--- src/rtl/core/irr_pkg.sv ---
package irr_pkg;

    localparam int MaxWidth  = 128;
    localparam int MaxHeight = 128;
    localparam int PixelBits = 24;
    localparam int XW        = $clog2(MaxWidth);
    localparam int YW        = $clog2(MaxHeight);
    localparam int BankAw    = XW + YW;
    localparam int MemAw     = BankAw + 1;
    localparam int CoordW    = 12;
    localparam int SW        = CoordW + 2;

    typedef enum logic [1:0] {
        FUNC_WRITE  = 2'd0,
        FUNC_READ   = 2'd1,
        FUNC_ROTATE = 2'd2,
        FUNC_NONE   = 2'd3
    } func_t;

    typedef enum logic [1:0] {
        ST_OK        = 2'd0,
        ST_BAD_ANGLE = 2'd1,
        ST_OUTSIDE   = 2'd2
    } status_t;

    typedef enum logic [1:0] {
        ANG_90  = 2'd0,
        ANG_180 = 2'd1,
        ANG_270 = 2'd2
    } ang_t;

    typedef enum logic [1:0] {
        CMD_WRITE  = 2'd0,
        CMD_READ   = 2'd1,
        CMD_ROTATE = 2'd2,
        CMD_REPORT = 2'd3
    } cmd_kind_t;

    localparam logic [8:0] Angle90  = 9'd90;
    localparam logic [8:0] Angle180 = 9'd180;
    localparam logic [8:0] Angle270 = 9'd270;

    localparam logic CfgWidth  = 1'b0;
    localparam logic CfgHeight = 1'b1;

    typedef struct packed {
        cmd_kind_t              kind;
        status_t                status;
        ang_t                   ang;
        logic [XW-1:0]          px;
        logic [YW-1:0]          py;
        logic [PixelBits-1:0]   pixel;
        logic signed [SW-1:0]   xl;
        logic signed [SW-1:0]   xr;
        logic signed [SW-1:0]   yb;
        logic signed [SW-1:0]   ys;
        logic signed [SW-1:0]   w;
        logic signed [SW-1:0]   h;
    } cmd_t;

    typedef enum logic [2:0] {
        BK_IDLE,
        BK_COPY,
        BK_COPY_WR,
        BK_ROT_RD,
        BK_ROT_WR,
        BK_READ_WAIT,
        BK_DONE
    } bk_state_t;

endpackage

--- src/rtl/core/irr_front.sv ---
module irr_front (
    input  logic                 clk,
    input  logic                 rst_n,
    input  logic                 start,
    output logic                 busy,
    input  logic [1:0]           func,
    input  logic [11:0]          x_first,
    input  logic [11:0]          y_first,
    input  logic [11:0]          x_second,
    input  logic [11:0]          y_second,
    input  logic [8:0]           angle,
    input  logic [23:0]          pixel_in,
    input  logic                 cfg_we,
    input  logic                 cfg_index,
    input  logic [7:0]           cfg_data,
    output logic                 q_valid,
    output irr_pkg::cmd_t        q_cmd,
    input  logic                 q_pop,
    input  logic                 back_idle
);
    import irr_pkg::*;

    logic [7:0]            width_reg;
    logic [7:0]            height_reg;
    logic signed [SW-1:0]  w_eff;
    logic signed [SW-1:0]  h_eff;
    cmd_t                  cmd;
    cmd_t                  fifo_reg [2];
    logic                  wp_reg;
    logic                  rp_reg;
    logic [1:0]            cnt_reg;
    logic signed [SW-1:0]  xs_c;
    logic signed [SW-1:0]  yf_c;
    logic                  push;
    logic                  pend_reg;

    always_comb
    begin
        w_eff = (width_reg == 8'd0) ? SW'(1) :
                (width_reg > 8'(MaxWidth - 1) && int'(width_reg) > MaxWidth) ? SW'(MaxWidth)
                : SW'(width_reg);
        h_eff = (height_reg == 8'd0) ? SW'(1) :
                (int'(height_reg) > MaxHeight) ? SW'(MaxHeight) : SW'(height_reg);
        xs_c  = SW'(x_second);
        yf_c  = SW'(y_first);
        cmd        = '0;
        cmd.w      = w_eff;
        cmd.h      = h_eff;
        cmd.px     = x_first[XW-1:0];
        cmd.py     = y_first[YW-1:0];
        cmd.pixel  = pixel_in[PixelBits-1:0];
        cmd.xl     = SW'(x_first);
        cmd.ys     = SW'(y_second);
        cmd.xr     = (xs_c < w_eff - SW'(1)) ? xs_c : w_eff - SW'(1);
        cmd.yb     = (yf_c < h_eff - SW'(1)) ? yf_c : h_eff - SW'(1);
        cmd.status = ST_OK;
        cmd.ang    = ANG_90;
        case (func_t'(func))
            FUNC_WRITE, FUNC_READ:
            begin
                if (SW'(x_first) >= w_eff || SW'(y_first) >= h_eff)
                begin
                    cmd.kind   = CMD_REPORT;
                    cmd.status = ST_OUTSIDE;
                end
                else
                begin
                    cmd.kind = (func_t'(func) == FUNC_WRITE) ? CMD_WRITE : CMD_READ;
                end
            end
            FUNC_ROTATE:
            begin
                if (angle == Angle90)
                begin
                    cmd.kind = CMD_ROTATE;
                    cmd.ang  = ANG_90;
                end
                else if (angle == Angle180)
                begin
                    cmd.kind = CMD_ROTATE;
                    cmd.ang  = ANG_180;
                end
                else if (angle == Angle270)
                begin
                    cmd.kind = CMD_ROTATE;
                    cmd.ang  = ANG_270;
                end
                else
                begin
                    cmd.kind   = CMD_REPORT;
                    cmd.status = ST_BAD_ANGLE;
                end
            end
            default: cmd.kind = CMD_REPORT;
        endcase
    end

    // one request in flight: busy from accept until the back end has finished
    assign busy   = pend_reg;
    assign push   = start && !pend_reg;
    assign q_valid = (cnt_reg != 2'd0);
    assign q_cmd   = fifo_reg[rp_reg];

    always_ff @(posedge clk)
    begin
        if (push)
        begin
            fifo_reg[wp_reg] <= cmd;
        end
    end

    always_ff @(posedge clk or negedge rst_n)
    begin
        if (!rst_n)
        begin
            width_reg  <= 8'd128;
            height_reg <= 8'd128;
            wp_reg     <= 1'b0;
            rp_reg     <= 1'b0;
            cnt_reg    <= 2'd0;
            pend_reg   <= 1'b0;
        end
        else
        begin
            if (cfg_we && cfg_index == CfgWidth)
            begin
                width_reg <= cfg_data;
            end
            if (cfg_we && cfg_index == CfgHeight)
            begin
                height_reg <= cfg_data;
            end
            if (push)
            begin
                wp_reg <= ~wp_reg;
            end
            if (q_pop)
            begin
                rp_reg <= ~rp_reg;
            end
            cnt_reg <= cnt_reg + 2'(push) - 2'(q_pop);
            if (push)
            begin
                pend_reg <= 1'b1;
            end
            else if (pend_reg && !q_valid && back_idle)
            begin
                pend_reg <= 1'b0;
            end
        end
    end

endmodule

--- config.mk ---
export PLATFORM = sky130hd
export DESIGN_NAME = irr_front
export DESIGN_NICKNAME = d
export VERILOG_FILES = /design/src/rtl/core/irr_pkg.sv /design/src/rtl/core/irr_front.sv
export SDC_FILE = /design/constraint.sdc
export NUM_CORES = 1
export LEC_CHECK = 0
export BUFFER_PORTS_ARGS = -buffer_cell sky130_fd_sc_hd__clkbuf_2
export CORE_UTILIZATION = 35
export CTS_CLUSTER_DIAMETER = 100
export CTS_CLUSTER_SIZE = 20
export DETAILED_ROUTE_END_ITERATION = 16
export SYNTH_ARGS = -nofsm -noshare
export SYNTH_HDL_FRONTEND = slang
export SYNTH_SLANG_ARGS = --single-unit
--- constraint.sdc ---
create_clock -name clk -period 14.45 [get_ports clk]
set_input_delay 1.445 -clock clk [delete_from_list [all_inputs] [get_ports clk]]
set_output_delay 1.445 -clock clk [all_outputs]
set_load 0.005 [all_outputs]
==> impl_results.md <==
- Initial core utilization: 35.9%
- Drt drc: 0
- Worst reg2reg path depth: 14
- Max incr delay on CP: roughly 0.53 ns
- Die Width: 172 um
- Root Buffer: clkbuf_16
- Crit path DAT: 4.57 ns
- Post-Layout Cell Count: between 1000 and 1500
- Die Y: around 170 um
- GPL Wtd Cong: approximately 0.79
- Fmax: 231 MHz
- DR WL met3: ~1.3 mm
- Placed Instances: 1212
- CP dominant cell by count: ha_1
- Total CTS buffers: 15
- HP Class: reg2reg
- IO buf count: 211
- Setup TNS: 0 ns
- Leakage power: between 4 and 5 nW
- Longest Clk Path Bufs: 3
- Max reg flops: between 200 and 250
- Max cap viols: 0
- Fraction of registers with async set/reset: 9.25%
- Critical path class: reg2reg
- Post-CTS Setup Bufs: 0
- Number of global-route vias before repair: approximately 5600
- Pwr dens: between 150 and 200 nW/um2
- WHS Path Cells: 1
- RR Startpoint: width_reg[3]$_DFFE_PN0P_
- Mapped Area: between 10000 and 15000 um2
- Clk Latency, worst-skew pair: ~0.48 ns
- Library cells used by synthesis: 47
- Post-DP HPWL: about 14 mm
- TritonRoute pass-1 iters: 4
- Flop-to-flop setup slack: between 10 and 15 ns
- Worst R2R End: fifo_reg[1][42]$_DFFE_PP_
- #FFs+latches synth: about 230
- Final min period: between 4 and 5 ns
- Final Slew Violations: 0
- I/O pin count: 228
- DIE AREA: 29400 um2
- CTS Hold Bufs: 0
- DRT Wirelength: a little over 20 mm
- GRT overflow: 0
- Main synth FF type: edfxtp_1
- Outcome: finished clean
- Sequential fraction of the synthesis area: between 60% and 70%
- CTS tree: done
- Post-CTS Resized: 0
- Crit-path max FO: 17
- Global-route wire length before repair: around 31 mm
- H-tree levels: 1
- Endpoint class of the critical path: flip-flop
- WHS: roughly 0.50 ns
- Wire per inst: around 17 um
- Hold Fails Final Rpt: 0
- Wire length on met2: ~9.5 mm
- CP Cell Sequence: or3_4 > nor4_1 > o21ai_0 > ha_1 > or3b_1 > or3_4 > ha_1 > a21o_1 > a21oi_1 > o21ai_0 > a21oi_1 > a2bb2oi_1 > ha_1 > mux2_2
- Startpoint Class: flip-flop
- Final period util: 30.0%
- Area Growth Syn to Fin: 17.9%
- Maximum VDD drop: ~0.1 mV
- RSZ-0062 raised after global routing: no
- Pin count of the biggest net entering global routing: 63
- Iter 0 DRT Violations: roughly 300
- Worst Path Required: around 15 ns
- Layout Skew: between 0.01 and 0.015 ns
- Via density: ~4.7
- Syn Area/Cell: ~16 um2
- Detail Route Antenna Nets: 0
- Yosys Warn Count: 0
- Number of setup violations in the final report: 0
- Fin nets: around 1000
- Via count: just under 6000
- Core Region: around 28000 um2
- Initial antenna violation count: 2
- Met1 Wirelength: 9.52 mm
- Total power: 1.86 mW
- CTS sink cnt: 227
- Worst relative slew slack: 39.5%
- Clk pin slew, worst setup/hold paths: ~0.080 ns
- Share of cells above drive strength 1: between 40% and 50%
- Syn Inst Count: approximately 650
- Top Metal Used: met4
- Hold Path End: cnt_reg[0]$_DFF_PN0_
- FP Rows: 61
- Critical path's slowest cell: ha_1
- Global Route Usage Sum: between 10% and 20%
- Worst Tran Pin Value: a little over 0.9 ns
- Post-synth EDFFs: 206
- Hold path startpoint: cnt_reg[0]$_DFF_PN0_
power by group:
| part | switching, mW | internal (mW) |
|---|---|---|
| logic | 0.281 | 0.271 |
| registers | 0.0546 | 0.847 |
| clock network | 0.208 | 0.197 |
| total | 0.543 | 1.31 |
critical path, delay by kind of cell, from the launching register on:
| kind | cells | cell delay [ns] |
|---|---|---|
| flops | 1 | 0.44 |
| compound gates | 6 | 1.00 |
| mux | 1 | 0.41 |
| simple gates | 4 | 1.03 |
| fa+ha+maj | 3 | 1.18 |
cell families (layout without fill, tap and decap cells):
group	after synthesis	in the layout	share of synthesized area [%]
flip-flops	227	227	66.8
multiplexers	126	126	14.0
AND/OR/NAND/NOR	102	102	5.29
buffers and inverters	78	268	3.89
AO/OA/AOI/OAI	61	61	3.73
adder cells (fa/ha/maj)	45	45	5.60
XOR/XNOR	7	7	0.610
other	2	19	0.0747
worst max path at each step:
stage / to / start / cells after the start / slack [ns]
after global routing: fifo_reg[0][42]$_DFFE_PP_ / width_reg[3]$_DFFE_PN0P_ / 14 / 9.65
after CTS: fifo_reg[0][42]$_DFFE_PP_ / width_reg[3]$_DFFE_PN0P_ / 14 / 10.10
after floorplan: fifo_reg[0][0]$_DFFE_PP_ / start / 2 / 8.01
after global placement: fifo_reg[0][42]$_DFFE_PP_ / width_reg[7]$_DFFE_PN1P_ / 13 / 10.20
after detailed placement: fifo_reg[0][42]$_DFFE_PP_ / width_reg[3]$_DFFE_PN0P_ / 14 / 10.13
final: fifo_reg[1][42]$_DFFE_PP_ / width_reg[3]$_DFFE_PN0P_ / 14 / 10.12
Yosys cell counts (3+ instances only):
master,count,share of area [%]
a21oi_1,17,0.85
nand3_1,5,0.25
nor2_1,12,0.45
nor3_1,7,0.35
or3_1,4,0.25
o21ai_0,18,0.90
inv_1,31,1.2
nand4_1,3,0.19
a21o_1,5,0.37
and2_1,4,0.25
buf_1,4,0.15
nand2_1,38,1.4
nor4_1,6,0.37
dfrtp_1,19,4.7
o21a_1,4,0.30
mux2_2,120,13
xnor2_1,6,0.52
mux2i_1,6,0.60
buf_4,25,1.9
clkbuf_1,17,0.63
nand2b_1,5,0.31
ha_1,45,5.6
nor2b_1,6,0.37
a211oi_1,5,0.37
edfxtp_1,206,62
final cells by class:
type / count / area, um2
sequential: 227 / 6720
timing repair buffer: 216 / 1090
antenna: 1 / 2.50
inverter: 32 / 125
tap: 378 / 473
multi-input combinational: 359 / 3030
fill: 2606 / 16200
clock buffer: 18 / 397
clock inverter: 2 / 25.0
layout by cell type, fill, tap and decap left out, types with 3 or more instances in the layout:
master       n
nor2_1      10
a21o_1       5
nor3_1       7
nor4_1       6
nor2_4       3
nand2b_1     5
buf_4        5
clkbuf_16   15
a21oi_1     17
mux2_2     120
or3_1        4
o21a_1       4
mux2i_1      6
nand2_1     38
conb_1      18
dfrtp_1     18
ha_1        45
and2_1       4
inv_1       31
edfxtp_1   206
nor2b_1      6
o21ai_0     18
nand4_1      3
xnor2_1      6
a211oi_1     5
nand3_1      5
clkbuf_2   211
routing by layer:
metal  vias to the layer above  track usage [%]
met5                         -                0
met4                         0             3.57
met3                        17             2.74
met2                       161             22.5
met1                      2816             19.5
li1                       2779                -
through the flow:
| step | util (%) | setup slack, ns | area, um2 |
|---|---|---|---|
| 2_1_floorplan | - | 8.01 | 10100 |
| 3_3_place_gp | 40.8 | 10.20 | 11400 |
| 3_5_place_dp | 40.8 | 10.13 | 11400 |
| 4_1_cts | 42.3 | 10.10 | 11900 |
| 5_1_grt | 42.3 | 9.65 | 11900 |
| 6_report | 42.3 | 10.12 | 11900 |
Power figures use the tool's default switching activity.
